[src/lsmc_pkg.sv]
// ----------------------------------------------------------------------------
// lsmc_pkg: shared types and constants of the light servo mode controller
// Event codes, message codes, register indexes, reset values and the
// servo scaling function used by the update core.
// ----------------------------------------------------------------------------
package lsmc_pkg;

  // Field widths
  localparam int unsigned EvW      = 3;
  localparam int unsigned DataW    = 10;
  localparam int unsigned ModeW    = 2;
  localparam int unsigned DigitW   = 2;
  localparam int unsigned ServoW   = 16;
  localparam int unsigned MsgW     = 3;
  localparam int unsigned TickW    = 8;
  localparam int unsigned CfgIdxW  = 2;
  localparam int unsigned CfgDataW = 16;
  localparam int unsigned InDataW  = 16;
  localparam int unsigned OutDataW = 40;

  // Event codes
  typedef enum logic [EvW-1:0] {
    EvPower  = 3'd0,
    EvModeBtn = 3'd1,
    EvChar   = 3'd2,
    EvTick   = 3'd3,
    EvSample = 3'd4
  } event_e;

  // Message codes
  localparam logic [MsgW-1:0] MsgNone    = 3'd0;
  localparam logic [MsgW-1:0] MsgModeSet = 3'd1;  // plus the new mode
  localparam logic [MsgW-1:0] MsgInvalid = 3'd4;
  localparam logic [MsgW-1:0] MsgReport  = 3'd5;

  // Operating modes
  localparam logic [ModeW-1:0] ModeData   = 2'd0;
  localparam logic [ModeW-1:0] ModeAuto   = 2'd1;
  localparam logic [ModeW-1:0] ModeManual = 2'd2;

  // Display code for blank with standby point
  localparam logic [DigitW-1:0] DigitBlank = 2'd3;

  // Characters accepted as mode commands
  localparam logic [7:0] CharZero = 8'h30;
  localparam logic [7:0] CharTwo  = 8'h32;

  // Register indexes
  localparam logic [CfgIdxW-1:0] CfgReportInterval = 2'd0;
  localparam logic [CfgIdxW-1:0] CfgServoBase      = 2'd1;

  // Reset values
  localparam logic [TickW-1:0]  ReportIntervalRst = 8'd20;
  localparam logic [ServoW-1:0] ServoBaseRst      = 16'd1000;
  localparam logic [ServoW-1:0] ServoValueRst     = 16'd1000;

  typedef struct packed {
    logic [EvW-1:0]   mode;
    logic [DataW-1:0] event_data;
  } item_t;

  typedef struct packed {
    logic [DataW-1:0]  report_value;
    logic [MsgW-1:0]   message;
    logic [ServoW-1:0] servo_compare;
    logic              channel_select;
    logic [DigitW-1:0] digit_shown;
    logic [ModeW-1:0]  current_mode;
    logic              powered;
  } result_t;

  // Light contribution: 15*s + 5*(s>>3), s = sample >> 2 (fits in 12 bits)
  function automatic logic [11:0] light_contrib(input logic [DataW-1:0] sample);
    logic [7:0]  s;
    logic [4:0]  s8;
    logic [11:0] sum;
    s   = sample[DataW-1:2];
    s8  = s[7:3];
    sum = {s, 4'b0000} - {4'b0000, s} + {5'b00000, s8, 2'b00} + {7'b0000000, s8};
    return sum;
  endfunction

endpackage

[src/lsmc_in_reg.sv]
// ----------------------------------------------------------------------------
// lsmc_in_reg: input register stage
// Captures one event transfer and holds it until the update core takes it.
// ----------------------------------------------------------------------------
module lsmc_in_reg (
  input  logic            clk_i,
  input  logic            rst_ni,
  input  logic            load_i,
  input  logic            take_i,
  input  lsmc_pkg::item_t item_i,
  output logic            valid_o,
  output lsmc_pkg::item_t item_o
);

  logic            valid_d, valid_q;
  lsmc_pkg::item_t item_q;

  // Fill on transfer, drain when the core takes the item
  always_comb begin
    valid_d = valid_q;
    if (load_i) begin
      valid_d = 1'b1;
    end else if (take_i) begin
      valid_d = 1'b0;
    end
  end

  always_ff @(posedge clk_i or negedge rst_ni) begin
    if (!rst_ni) begin
      valid_q <= 1'b0;
    end else begin
      valid_q <= valid_d;
    end
  end

  // Hold payload until the next transfer
  always_ff @(posedge clk_i) begin
    if (load_i) begin
      item_q <= item_i;
    end
  end

  assign valid_o = valid_q;
  assign item_o  = item_q;

endmodule

[src/lsmc_core.sv]
// ----------------------------------------------------------------------------
// lsmc_core: controller state and update logic
// Holds power, mode, tick count, servo compare and the two configuration
// registers; computes the result of the current event in one pass.
// ----------------------------------------------------------------------------
module lsmc_core (
  input  logic                            clk_i,
  input  logic                            rst_ni,
  input  logic                            fire_i,
  input  lsmc_pkg::item_t                 item_i,
  input  logic                            cfg_we_i,
  input  logic [lsmc_pkg::CfgIdxW-1:0]    cfg_index_i,
  input  logic [lsmc_pkg::CfgDataW-1:0]   cfg_data_i,
  output lsmc_pkg::result_t               result_o
);

  logic                           power_d, power_q;
  logic [lsmc_pkg::ModeW-1:0]     mode_d, mode_q;
  logic [lsmc_pkg::TickW-1:0]     tick_d, tick_q;
  logic [lsmc_pkg::ServoW-1:0]    servo_d, servo_q;
  logic [lsmc_pkg::TickW-1:0]     interval_q;
  logic [lsmc_pkg::ServoW-1:0]    base_q;
  logic [lsmc_pkg::MsgW-1:0]      msg;
  logic [lsmc_pkg::DataW-1:0]     rep;
  logic [7:0]                     chr;
  logic [lsmc_pkg::ModeW-1:0]     mode_next_btn;

  assign chr           = item_i.event_data[7:0];
  assign mode_next_btn = (mode_q >= lsmc_pkg::ModeManual) ? lsmc_pkg::ModeData
                                                          : mode_q + 2'd1;

  // Apply one event to the state
  always_comb begin
    power_d = power_q;
    mode_d  = mode_q;
    tick_d  = tick_q;
    servo_d = servo_q;
    msg     = lsmc_pkg::MsgNone;
    rep     = '0;
    case (item_i.mode)
      lsmc_pkg::EvPower: begin
        power_d = ~power_q;
      end
      lsmc_pkg::EvModeBtn: begin
        if (power_q) begin
          mode_d = mode_next_btn;
          msg    = lsmc_pkg::MsgModeSet + {1'b0, mode_next_btn};
        end
      end
      lsmc_pkg::EvChar: begin
        if (power_q) begin
          if (chr >= lsmc_pkg::CharZero && chr <= lsmc_pkg::CharTwo) begin
            mode_d = chr[1:0];
            msg    = lsmc_pkg::MsgModeSet + {1'b0, chr[1:0]};
          end else begin
            msg = lsmc_pkg::MsgInvalid;
          end
        end
      end
      lsmc_pkg::EvTick: begin
        tick_d = tick_q + 8'd1;
      end
      lsmc_pkg::EvSample: begin
        if (power_q) begin
          if (mode_q == lsmc_pkg::ModeData) begin
            if (tick_q > interval_q) begin
              msg    = lsmc_pkg::MsgReport;
              rep    = item_i.event_data;
              tick_d = '0;
            end
          end else begin
            servo_d = base_q + {4'b0000, lsmc_pkg::light_contrib(item_i.event_data)};
          end
        end
      end
      default: begin
      end
    endcase
  end

  // Result shows the state after the event
  always_comb begin
    result_o.powered        = power_d;
    result_o.current_mode   = mode_d;
    result_o.digit_shown    = power_d ? mode_d : lsmc_pkg::DigitBlank;
    result_o.channel_select = (mode_d == lsmc_pkg::ModeManual);
    result_o.servo_compare  = servo_d;
    result_o.message        = msg;
    result_o.report_value   = rep;
  end

  // Advance state on each event taken
  always_ff @(posedge clk_i or negedge rst_ni) begin
    if (!rst_ni) begin
      power_q <= 1'b0;
      mode_q  <= lsmc_pkg::ModeData;
      tick_q  <= '0;
      servo_q <= lsmc_pkg::ServoValueRst;
    end else if (fire_i) begin
      power_q <= power_d;
      mode_q  <= mode_d;
      tick_q  <= tick_d;
      servo_q <= servo_d;
    end
  end

  // Configuration registers
  always_ff @(posedge clk_i or negedge rst_ni) begin
    if (!rst_ni) begin
      interval_q <= lsmc_pkg::ReportIntervalRst;
      base_q     <= lsmc_pkg::ServoBaseRst;
    end else if (cfg_we_i) begin
      case (cfg_index_i)
        lsmc_pkg::CfgReportInterval: interval_q <= cfg_data_i[lsmc_pkg::TickW-1:0];
        lsmc_pkg::CfgServoBase:      base_q     <= cfg_data_i;
        default: begin
        end
      endcase
    end
  end

endmodule

[src/lsmc_out_reg.sv]
// ----------------------------------------------------------------------------
// lsmc_out_reg: result register
// Holds one finished result until the downstream side takes it.
// ----------------------------------------------------------------------------
module lsmc_out_reg (
  input  logic              clk_i,
  input  logic              rst_ni,
  input  logic              load_i,
  input  logic              ready_i,
  input  lsmc_pkg::result_t result_i,
  output logic              valid_o,
  output lsmc_pkg::result_t result_o
);

  logic              valid_d, valid_q;
  lsmc_pkg::result_t result_q;

  // Fill on load, drop after a completed transfer
  always_comb begin
    valid_d = valid_q;
    if (load_i) begin
      valid_d = 1'b1;
    end else if (ready_i) begin
      valid_d = 1'b0;
    end
  end

  always_ff @(posedge clk_i or negedge rst_ni) begin
    if (!rst_ni) begin
      valid_q <= 1'b0;
    end else begin
      valid_q <= valid_d;
    end
  end

  always_ff @(posedge clk_i) begin
    if (load_i) begin
      result_q <= result_i;
    end
  end

  assign valid_o  = valid_q;
  assign result_o = result_q;

endmodule

[src/light_servo_mode_controller.sv]
// ----------------------------------------------------------------------------
// light_servo_mode_controller: power, mode and servo control from events
//
//   channel  | direction | handshake             | payload
//   s_axis   | in        | tvalid / tready       | tuser: mode, tdata: event_data
//   m_axis   | out       | tvalid / tready       | tdata: full status result
//   cfg      | in        | cfg_valid / cfg_ready | cfg_index, cfg_data
//
// One event per cycle unless m_axis stalls: input register, one update
// pass, result register.
// Reset clears power, mode and tick count, loads servo compare and servo
// base with 1000 and the report interval with 20. No clearing pass.
// A stalled m_axis holds its result; the input register still takes one
// more event, then s_axis_tready drops until the result is taken.
// ----------------------------------------------------------------------------
module light_servo_mode_controller (
  input  logic                           clk_i,
  input  logic                           rst_ni,
  input  logic                           s_axis_tvalid,
  output logic                           s_axis_tready,
  input  logic [lsmc_pkg::InDataW-1:0]   s_axis_tdata,  // [9:0] event_data
  input  logic [lsmc_pkg::EvW-1:0]       s_axis_tuser,  // [2:0] mode
  output logic                           m_axis_tvalid,
  input  logic                           m_axis_tready,
  // [0] powered, [2:1] current_mode, [4:3] digit_shown, [5] channel_select,
  // [21:6] servo_compare, [24:22] message, [34:25] report_value
  output logic [lsmc_pkg::OutDataW-1:0]  m_axis_tdata,
  input  logic                           cfg_valid_i,
  output logic                           cfg_ready_o,
  input  logic [lsmc_pkg::CfgIdxW-1:0]   cfg_index_i,
  input  logic [lsmc_pkg::CfgDataW-1:0]  cfg_data_i
);

  logic              in_accept;
  logic              in_valid;
  logic              out_free;
  logic              take;
  lsmc_pkg::item_t   item_in;
  lsmc_pkg::item_t   item_q;
  lsmc_pkg::result_t result_d;
  lsmc_pkg::result_t result_q;

  // Handshake and stage advance; hold both readies low during reset
  assign out_free      = ~m_axis_tvalid | m_axis_tready;
  assign take          = in_valid & out_free;
  assign s_axis_tready = rst_ni & (~in_valid | out_free);
  assign in_accept     = s_axis_tvalid & s_axis_tready;
  assign cfg_ready_o   = rst_ni;

  assign item_in.mode       = s_axis_tuser;
  assign item_in.event_data = s_axis_tdata[lsmc_pkg::DataW-1:0];

  lsmc_in_reg u_in_reg (
    .clk_i   (clk_i),
    .rst_ni  (rst_ni),
    .load_i  (in_accept),
    .take_i  (take),
    .item_i  (item_in),
    .valid_o (in_valid),
    .item_o  (item_q)
  );

  lsmc_core u_core (
    .clk_i       (clk_i),
    .rst_ni      (rst_ni),
    .fire_i      (take),
    .item_i      (item_q),
    .cfg_we_i    (cfg_valid_i & cfg_ready_o),
    .cfg_index_i (cfg_index_i),
    .cfg_data_i  (cfg_data_i),
    .result_o    (result_d)
  );

  lsmc_out_reg u_out_reg (
    .clk_i    (clk_i),
    .rst_ni   (rst_ni),
    .load_i   (take),
    .ready_i  (m_axis_tready),
    .result_i (result_d),
    .valid_o  (m_axis_tvalid),
    .result_o (result_q)
  );

  // Pack result, padded to whole bytes
  assign m_axis_tdata = {5'b00000, result_q};

endmodule

[config.mk]
export PLATFORM = sky130hd
export DESIGN_NAME = light_servo_mode_controller
export DESIGN_NICKNAME = d
export VERILOG_FILES = /design/src/lsmc_pkg.sv /design/src/lsmc_in_reg.sv /design/src/lsmc_core.sv /design/src/lsmc_out_reg.sv /design/src/light_servo_mode_controller.sv
export SDC_FILE = /design/constraint.sdc
export NUM_CORES = 1
export LEC_CHECK = 0
export ABC_CLOCK_PERIOD_IN_PS = 11000
export BUFFER_PORTS_ARGS = -buffer_cell sky130_fd_sc_hd__buf_2
export CORE_MARGIN = 8
export CORE_UTILIZATION = 40
export CTS_BUF_LIST = sky130_fd_sc_hd__clkbuf_8
export CTS_CLUSTER_DIAMETER = 120
export DETAILED_ROUTE_END_ITERATION = 8
export PLACE_DENSITY = 0.61
export SKIP_LAST_GASP = 1
export SLEW_MARGIN = 5
export SYNTH_ARGS = -nofsm -noshare
export SYNTH_HDL_FRONTEND = slang
export SYNTH_SLANG_ARGS = --single-unit
[constraint.sdc]
create_clock -name clk_i -period 11 [get_ports clk_i]
set_input_delay 1.1 -clock clk_i [delete_from_list [all_inputs] [get_ports clk_i]]
set_output_delay 1.1 -clock clk_i [all_outputs]
set_load 0.01 [all_outputs]
==> impl_metrics.json, run 1 <==
{
  "status": "complete, no violations",
  "ir_drop_mv": 0.0647,
  "critical_path_required_ns": 11.10,
  "wl_um": 12000,
  "reg2regPathDepth": 18,
  "path_clk_slew_ns": 0.09,
  "drc_errors": 0,
  "fp.dieW_um": 135,
  "initial_utilization_pct": 41.0,
  "hold_viol": 0,
  "wl_per_cell_um": 15.8,
  "start_kind": "flip-flop",
  "synth_edf_count": 48,
  "crit_arrival_ns": 5.25,
  "antenna_found_initial": 0,
  "timing.rr.start": "u_in_reg.item_o[4]",
  "dp.final_hpwl_um": 9270,
  "r2r_slack_ns": 5.85,
  "setup_violations": 0,
  "antenna_cells": 0,
  "syn-cell-area_um2": 5690,
  "hold_buffers": 0,
  "numCtsBuffers": 9,
  "power_mw": 1.16,
  "most-common-layout-cells": "buf_2 (73), nand2_1 (61), ha_1 (50)",
  "rows": 43,
  "critPathLaunch": "u_in_reg.item_o[4]",
  "fmax_mhz": 194,
  "crit_fanout": 4,
  "clock_skew_ns": 0.0171,
  "vias_per_cell": 5.18,
  "regToRegEndpoint": "u_out_reg.result_o[21]",
  "final_nets": 677,
  "worstSetupEndpoint": "u_out_reg.result_o[21]",
  "grt_usage_pct": 13.4,
  "ios": 85,
  "post_cts_buffers": 0,
  "path_class": "reg2reg",
  "ys_dominant_reg_cell": "edfxtp_1",
  "max-clock-path-buffers": 2,
  "core_um2": 13900,
  "synth_cells": 504,
  "tns_ns": 0,
  "hold_ws_ns": 0.484,
  "post-place-cells": 746,
  "p_per_area_nw_per_um2": 181,
  "dr.pass1.iters": 7,
  "worstMarginPinSlew_ns": 0.880,
  "min_period_over_period_pct": 46.8,
  "clkLatencyLatePin_ns": 0.38,
  "grt.busiest_layer": "met2",
  "num_vias": 3944,
  "cts.htree.levels": 3,
  "crit_top_cell": "ha_1",
  "met1_usage_pct": 17.1,
  "cts_tree": "done",
  "drive_gt1_share_pct": 24.9,
  "overflow": 0,
  "critPathBufInv": 1,
  "die_area_um2": 18300,
  "layout_commonest_cell": "buf_2",
  "fin_cells": 762,
  "crit_family": "adder cells",
  "syn_to_final_growth_pct": 12.8,
  "synth.avg_cell_area_um2": 11.3,
  "met3_usage_pct": 3.30,
  "rsz0062_at_grt": "no",
  "slew_violations": 0,
  "root_buffer": "clkbuf_8",
  "relSlewSlack_pct": 41.0,
  "min_period_ns": 5.15,
  "gp_congestion": 0.826,
  "drtAntennaViolNets": 0,
  "min_path_type": "reg2reg",
  "cellLeakagePower_nw": 2.77,
  "grtUsageMet2_pct": 21.7,
  "ys_warn_count": 0,
  "grt_pass1_vias": 3952,
  "final_util_pct": 46.2,
  "grt_pass1_wl_um": 19500,
  "cts.sinks": 101,
  "path_cells": "inv_1 > fa_1 > ha_1 > ha_1 > fa_1 > a21o_1 > a21oi_1 > o21ai_1 > or4_1 > o311ai_1 > xnor2_1 > ha_1 > nand4_1 > nor4b_1 > nor2_1 > a31oi_1 > xnor2_1 > o21ai_0",
  "cap_violations": 0,
  "grt_max_degree": 56,
  "synth-async-reset-ratio_pct": 52.5,
  "cts_resized": 0,
  "fp.dieH_um": 135,
  "ys_seq_area_share_pct": 48.9,
  "yosysUniqueCellTypes": 59,
  "drtIter0Drc": 295,
  "crit_cells": 18,
  "port_buffers": 73,
  "max_stage_delay_ns": 0.48,
  "worst_setup_path_end_kind": "flip-flop",
  "ys_seq_elements": 101,
  "cp_slowest_cell": "fa_1"
}
## sequential cells by signal, summed over array words and instances (netlist names)
signal and count:
u_core.base_q 16, u_core.interval_q 8, u_core.mode_q 2, u_core.power_q 1, u_core.servo_q 16, u_core.tick_q 8
u_in_reg.item_o 13, u_in_reg.valid_o 1, u_out_reg.result_o 35, u_out_reg.valid_o 1
## power breakdown
group          total [mW]  internal, mW  switching [mW]
sequential          0.523         0.480          0.0432
combinational       0.406         0.177           0.228
clock               0.231         0.104           0.127
total                1.16         0.762           0.398
## tightest hold or removal path: stages, from the launching register on
cell	delay, ns
dfrtp_1	0.35
nand2_1	0.05
nand2_1	0.05
## cell families (layout without fill, tap and decap cells)
family | Yosys count | in the layout | synth area share (%)
AO/OA/AOI/OAI | 100 | 100 | 10.8
XOR/XNOR | 24 | 24 | 3.69
adder cells (fa/ha/maj) | 58 | 58 | 13.8
buffers and inverters | 40 | 114 | 3.17
flip-flops | 101 | 101 | 48.9
multiplexers | 33 | 33 | 6.51
other | 1 | 5 | 0.0659
AND/OR/NAND/NOR | 147 | 147 | 13.0
## metrics by stage
stage / cell area [µm²] / setup WS (ns)
6_report: 6420 / 5.85
5_1_grt: 6420 / 5.58
4_1_cts: 6420 / 5.83
3_5_place_dp: 6230 / 5.85
3_3_place_gp: 6230 / 6.07
2_1_floorplan: 5710 / 6.48
## layer usage
layer	share of wire [%]	wire [µm]
met3	4.3	523
met5	0	0
met1	46	5540
met2	48	5800
met4	1.3	162
## final cells by class
type | count | area [µm²]
Clock buffer | 9 | 124
Clock inverter | 7 | 66.3
Fill cell | 1301 | 7460
Inverter | 22 | 82.6
Multi-Input combinational cell | 367 | 2750
Sequential cell | 101 | 2790
Tap cell | 180 | 225
Timing Repair Buffer | 76 | 388
## how the worst min path moves through the flow
stage,start,end,slack (ns),cells past startpoint
detailed placement,u_core.servo_q[0],u_core.servo_q[0],0.47,2
global route,u_core.servo_q[0],u_core.servo_q[0],0.52,2
global placement,u_core.servo_q[1],u_core.servo_q[1],0.46,2
floorplan,u_core.servo_q[0],u_core.servo_q[0],0.44,2
finish,u_core.servo_q[0],u_core.servo_q[0],0.48,2
CTS,u_core.servo_q[0],u_core.servo_q[0],0.49,2
## synthesized netlist by cell type (all sizes together), types with 10 or more instances
| cell type | n | share of area (%) |
|---|---|---|
| nand2 | 61 | 4.0 |
| ha | 50 | 11 |
| edfxtp | 48 | 25 |
| o21ai | 40 | 3.6 |
| dfrtp | 39 | 17 |
| mux2 | 32 | 6.3 |
| inv | 22 | 1.5 |
| a21oi | 21 | 1.8 |
| xnor2 | 21 | 3.2 |
| nor2 | 20 | 1.3 |
| dfstp | 14 | 6.5 |
| clkbuf | 10 | 0.66 |
Power figures use the tool's default switching activity.
==> run 2, diff against run 1 <==
Settings changed: ABC_CLOCK_PERIOD_IN_PS 11000 to 4130, PLACE_DENSITY 0.61 to 0.64.
Clock period 11 ns to 4.13 ns, I/O delays scaled along.
==> run 2 against run 1 <==
The run now ends with negative setup slack left. Clock skew is 0.0024 ns lower. Register-to-register slack lost 6.2 ns. Routed wire length grew 5.8%. Design area increased by 8.9%.
==> impl_metrics.json, run 2 (same netlist as run 1, synthesis figures left out) <==
{
  "cap_violations": 0,
  "dp.final_hpwl_um": 9600,
  "relSlewSlack_pct": 41.0,
  "fp.dieH_um": 135,
  "crit_arrival_ns": 4.61,
  "status": "complete, but fails checks",
  "initial_utilization_pct": 41.0,
  "vias_per_cell": 5.14,
  "grt_pass1_vias": 4131,
  "critical_path_required_ns": 4.24,
  "drc_errors": 0,
  "crit_fanout": 3,
  "gp_congestion": 0.851,
  "numCtsBuffers": 9,
  "layout_commonest_cell": "buf_2",
  "largest_register_ffs": 35,
  "drtAntennaViolNets": 0,
  "wl_per_cell_um": 15.8,
  "min_period_ns": 4.50,
  "violations": "negative setup slack",
  "cts.htree.levels": 3,
  "drive_gt1_share_pct": 35.7,
  "grt_max_degree": 45,
  "core_um2": 13900,
  "post-place-cells": 772,
  "overflow": 0,
  "die_area_um2": 18300,
  "num_vias": 4136,
  "fp.dieW_um": 135,
  "ios": 85,
  "ir_drop_mv": 0.177,
  "path_class": "reg2reg",
  "hold_viol": 0,
  "fin_cells": 805,
  "wl_um": 12700,
  "antenna_cells": 0,
  "pre_cts_slack_ns": -0.435,
  "fmax_mhz": 222,
  "grt_usage_pct": 13.8,
  "worst_slack_ns": -0.373,
  "syn_to_final_growth_pct": 22.8,
  "p_per_area_nw_per_um2": 488,
  "cellLeakagePower_nw": 3.03,
  "worst_setup_path_end_kind": "flip-flop",
  "grt_pass1_wl_um": 20200,
  "dr.pass1.iters": 4,
  "cts.sinks": 101,
  "min_period_over_period_pct": 109,
  "setup_violations": 11,
  "cts_tree": "done",
  "port_buffers": 73,
  "clkLatencyLatePin_ns": 0.38,
  "drtIter0Drc": 244,
  "rows": 43,
  "max-clock-path-buffers": 2,
  "min_path_type": "in2async",
  "path_clk_slew_ns": 0.09,
  "slew_violations": 0,
  "rsz0062_at_grt": "yes",
  "hold_ws_ns": 0.0129,
  "start_kind": "flip-flop",
  "clock_skew_ns": 0.0147,
  "root_buffer": "clkbuf_8",
  "worstMarginPinSlew_ns": 0.881,
  "final_nets": 720,
  "antenna_found_initial": 0,
  "most-common-layout-cells": "buf_2 (73), nand2_1 (59), edfxtp_1 (48)"
}
[run 2: repair_timing]
action,in CTS,in global routing
gates resized for setup,12,30
endpoints found under the setup margin,12,16
hold buffers,0,0
pin swaps,7,10
buffers inserted,11,6
gates cloned,0,0
[run 2: through the flow]
step	area, µm²	util [%]	setup TNS (ns)	power [mW]
3_5_place_dp	6460	46.6	-3.06	2.58
6_report	6990	50.3	-2.15	3.41
4_1_cts	6780	48.8	-2.33	3.24
3_3_place_gp	6460	46.6	-1.93	2.55
2_1_floorplan	5750	-	-0.470	2.22
5_1_grt	6990	50.3	-4.91	3.63
[run 2: area by class of cell]
cell class	count	area [µm²]
clock inverter	5	27.5
clock buffer	11	151
fill	1271	6900
inverter	22	82.6
timing repair buffer	119	718
multi-input combinational	367	3000
sequential	101	2790
tap	180	225
[run 2: worst paths after layout]
kind / from / to / slack (ns) / depth (start not counted)
setup / recovery: u_in_reg.item_o[7] / u_out_reg.result_o[19] / -0.37 / 18
hold / removal: rst_ni / u_core.base_q[2] / 0.01 / 1
setup reg to reg: u_in_reg.item_o[7] / u_out_reg.result_o[19] / -0.37 / 18
hold reg to reg: u_core.servo_q[9] / u_core.servo_q[9] / 0.48 / 2
max in group asynchronous: rst_ni / u_core.base_q[8] / 3.26 / 2
min in group clk_i: s_axis_tdata[3] / u_in_reg.item_o[3] / 0.21 / 1
[run 2: layer usage]
metal	track usage [%]	vias to the layer above	wire length [µm]
met3	2.78	13	453
met1	17.4	2018	5690
met2	22.7	61	6360
met4	5.98	0	224
li1	-	2044	-
met5	0	-	0
[run 2: worst max-delay path: stages, from the launching register on]
cell and delay [ns]:
edfxtp_1 0.47, fa_1 0.56, ha_4 0.22, ha_4 0.16, fa_2 0.34, a21o_1 0.20, a21oi_2 0.15, o21ai_2 0.09
or4_4 0.43, o311ai_4 0.11, xnor2_2 0.14, ha_4 0.30, nand4_1 0.11, buf_4 0.18, nor4b_4 0.24, nor2_2 0.10
a31oi_1 0.20, xnor2_1 0.16, o21ai_0 0.10
[run 2: report_power, final]
part	internal, mW	switching, mW
Sequential	1.28	0.118
Combinational	0.692	0.744
Clock	0.248	0.327
Total	2.22	1.19
==> run 3, diff against run 2 <==
==> constraint.sdc (replaced) <==
create_clock -name clk_i -period 4.13 [get_ports clk_i]
set_input_delay 0.826 -clock clk_i [delete_from_list [all_inputs] [get_ports clk_i]]
set_output_delay 0.826 -clock clk_i [all_outputs]
set_load 0.01 [all_outputs]
==> run 3 against run 2 <==
The run still ends with negative setup slack left. Fmax shrank 1.2%. Global-route usage down 0.29 points. Via count is 1.4% lower. Count of clock-buffer cells in the layout fell by 2. Die area is the same. Total power fell by 4.8%. Sequential share of layout area up 0.92 points. Clock skew shrank 0.0069 ns. Sequential power about the same. Register-to-register slack worse by 0.05 ns. Critical path type unchanged. Critical endpoint is now u_out_reg.result_o[17]. Largest cell class unchanged.
==> impl_metrics.json, run 3 (same netlist as run 1, synthesis figures left out) <==
{
  "fp.dieW_um": 135,
  "core_um2": 13900,
  "worst_setup_path_end_kind": "flip-flop",
  "critical_path_required_ns": 4.26,
  "setup_violations": 11,
  "grt_max_degree": 45,
  "root_buffer": "clkbuf_8",
  "gp_congestion": 0.820,
  "clock_skew_ns": 0.00776,
  "cts_tree": "done",
  "ios": 85,
  "post-place-cells": 775,
  "ir_drop_mv": 0.216,
  "dpl_cell_area_um2": 6480,
  "largest_register_ffs": 35,
  "combPwrFrac_pct": 40.4,
  "fin_cells": 796,
  "cts.sinks": 101,
  "path_cells": "fa_1 > ha_1 > ha_2 > fa_2 > a21o_1 > a21oi_2 > o21ai_1 > or4_4 > o311ai_4 > xnor2_2 > ha_1 > nand4_1 > buf_4 > o22ai_2 > a211oi_2 > nand2_1 > xor2_2 > mux2_4",
  "swShare_pct": 34.8,
  "drc_errors": 0,
  "cellLeakagePower_nw": 2.96,
  "start_kind": "flip-flop",
  "max-clock-path-buffers": 2,
  "numCtsBuffers": 9,
  "n_fill_cell": 1262,
  "crit_fanout": 3,
  "layout_commonest_cell": "buf_2",
  "drtAntennaViolNets": 0,
  "grt_usage_pct": 13.6,
  "dr.pass1.iters": 5,
  "fmax_mhz": 219,
  "die_area_um2": 18300,
  "p_int_mw": 2.11,
  "cap_violations": 0,
  "switchingPower_mw": 1.13,
  "p_per_area_nw_per_um2": 475,
  "vias_per_cell": 5.12,
  "hold_viol": 0,
  "crit_top_cell": "ha_1",
  "antenna_cells": 0,
  "cts.htree.levels": 3,
  "max_stage_delay_ns": 0.47,
  "grt_pass1_vias": 4190,
  "timing.rr.start": "u_in_reg.item_o[7]",
  "tns_ns": -2.40,
  "overflow": 0,
  "wl_um": 12300,
  "grt_pass1_wl_um": 20000,
  "num_vias": 4077,
  "most-common-layout-cells": "buf_2 (73), nand2_1 (60), edfxtp_1 (48)",
  "drtIter0Drc": 270,
  "fp.dieH_um": 135,
  "critPathLaunch": "u_in_reg.item_o[7]",
  "cp_slowest_cell": "edfxtp_1",
  "min_period_ns": 4.56,
  "violations": "negative setup slack",
  "antenna_found_initial": 0,
  "status": "complete, but fails checks",
  "rows": 43,
  "crit_arrival_ns": 4.69,
  "syn_to_final_growth_pct": 20.0,
  "min_path_type": "in2async",
  "dp.final_hpwl_um": 9550,
  "worst_slack_ns": -0.426,
  "clock_power_share_pct": 16.5,
  "final_nets": 711,
  "drive_gt1_share_pct": 33.0,
  "path_class": "reg2reg",
  "port_buffers": 73,
  "rsz0062_at_grt": "yes",
  "initial_utilization_pct": 41.0,
  "p_seq_share_pct": 43.0,
  "relSlewSlack_pct": 28.1,
  "clkLatencyLatePin_ns": 0.38,
  "path_clk_slew_ns": 0.09,
  "worstMarginPinSlew_ns": 1.06,
  "wl_per_cell_um": 15.4,
  "fin_area_um2": 6830,
  "reg2regPathDepth": 18,
  "slew_violations": 0,
  "min_period_over_period_pct": 110
}
==> run 3: metrics by stage <==
step / util, % / hold WS [ns] / setup slack, ns / total power, mW
final: 49.2 / 0.360 / -0.426 / 3.24
after global routing: 49.2 / 0.362 / -0.655 / 3.47
after CTS: 48.4 / 0.343 / -0.426 / 3.20
after detailed placement: 46.7 / 0.462 / -0.412 / 2.61
after global placement: 46.7 / 0.453 / -0.350 / 2.56
after floorplan: - / 0.440 / -0.210 / 2.22
==> run 3: critical path, delay by kind of cell (launching register included) <==
kind	cells	cell delay [ns]
adders and majority gates	5	1.59
buffers and inverters	1	0.13
and+or+nand+nor	3	0.68
xor gates and xnor gates	2	0.34
muxes	1	0.25
DFF	1	0.47
AOI/OAI and AO/OA	6	0.85
==> run 3: area by class of cell <==
cell class / instances / area, µm² / area share [%]
well taps: 180 / 225 / 3.30
clock inverters: 7 / 36.3 / 0.531
inverters: 22 / 82.6 / 1.21
multi-input cells: 367 / 2930 / 42.9
repair buffers: 110 / 647 / 9.47
flip-flops and latches: 101 / 2790 / 40.8
clock buffers: 9 / 124 / 1.81
==> run 3: final timing paths <==
kind | end | slack, ns
max in group asynchronous | u_core.servo_q[3] | 3.03
worst min-delay path | u_core.interval_q[3] | 0.36
worst min register to register | u_core.servo_q[1] | 0.48
worst max-delay path | u_out_reg.result_o[17] | -0.43
min in group clk_i | u_core.servo_q[1] | 0.48
worst max register to register | u_out_reg.result_o[17] | -0.43
==> run 3: repair_timing <==
item,4_1_cts,5_1_grt
gates resized for setup,14,15
buffers inserted,2,3
endpoints found under the setup margin,12,13
hold endpoints to repair,0,0
pin swaps,9,10
hold buffers,0,0
==> run 3: metal layers <==
| metal | vias to the layer above | track usage, % | wire length (µm) |
|---|---|---|---|
| li1 | 2023 | - | - |
| met1 | 1975 | 16.7 | 5590 |
| met2 | 66 | 22.6 | 6020 |
| met3 | 13 | 2.71 | 429 |
| met4 | 0 | 5.86 | 222 |
| met5 | - | 0 | 0 |
==> run 3: power by group through the flow <==
stage                     sequential, mW  combinational (mW)  clock (mW)
final                               1.40                1.31       0.536
after global routing                1.42                1.46       0.596
after CTS                           1.40                1.25       0.561
after detailed placement            1.41                1.19           0
after global placement              1.40                1.16           0
after floorplan                     1.40               0.827           0
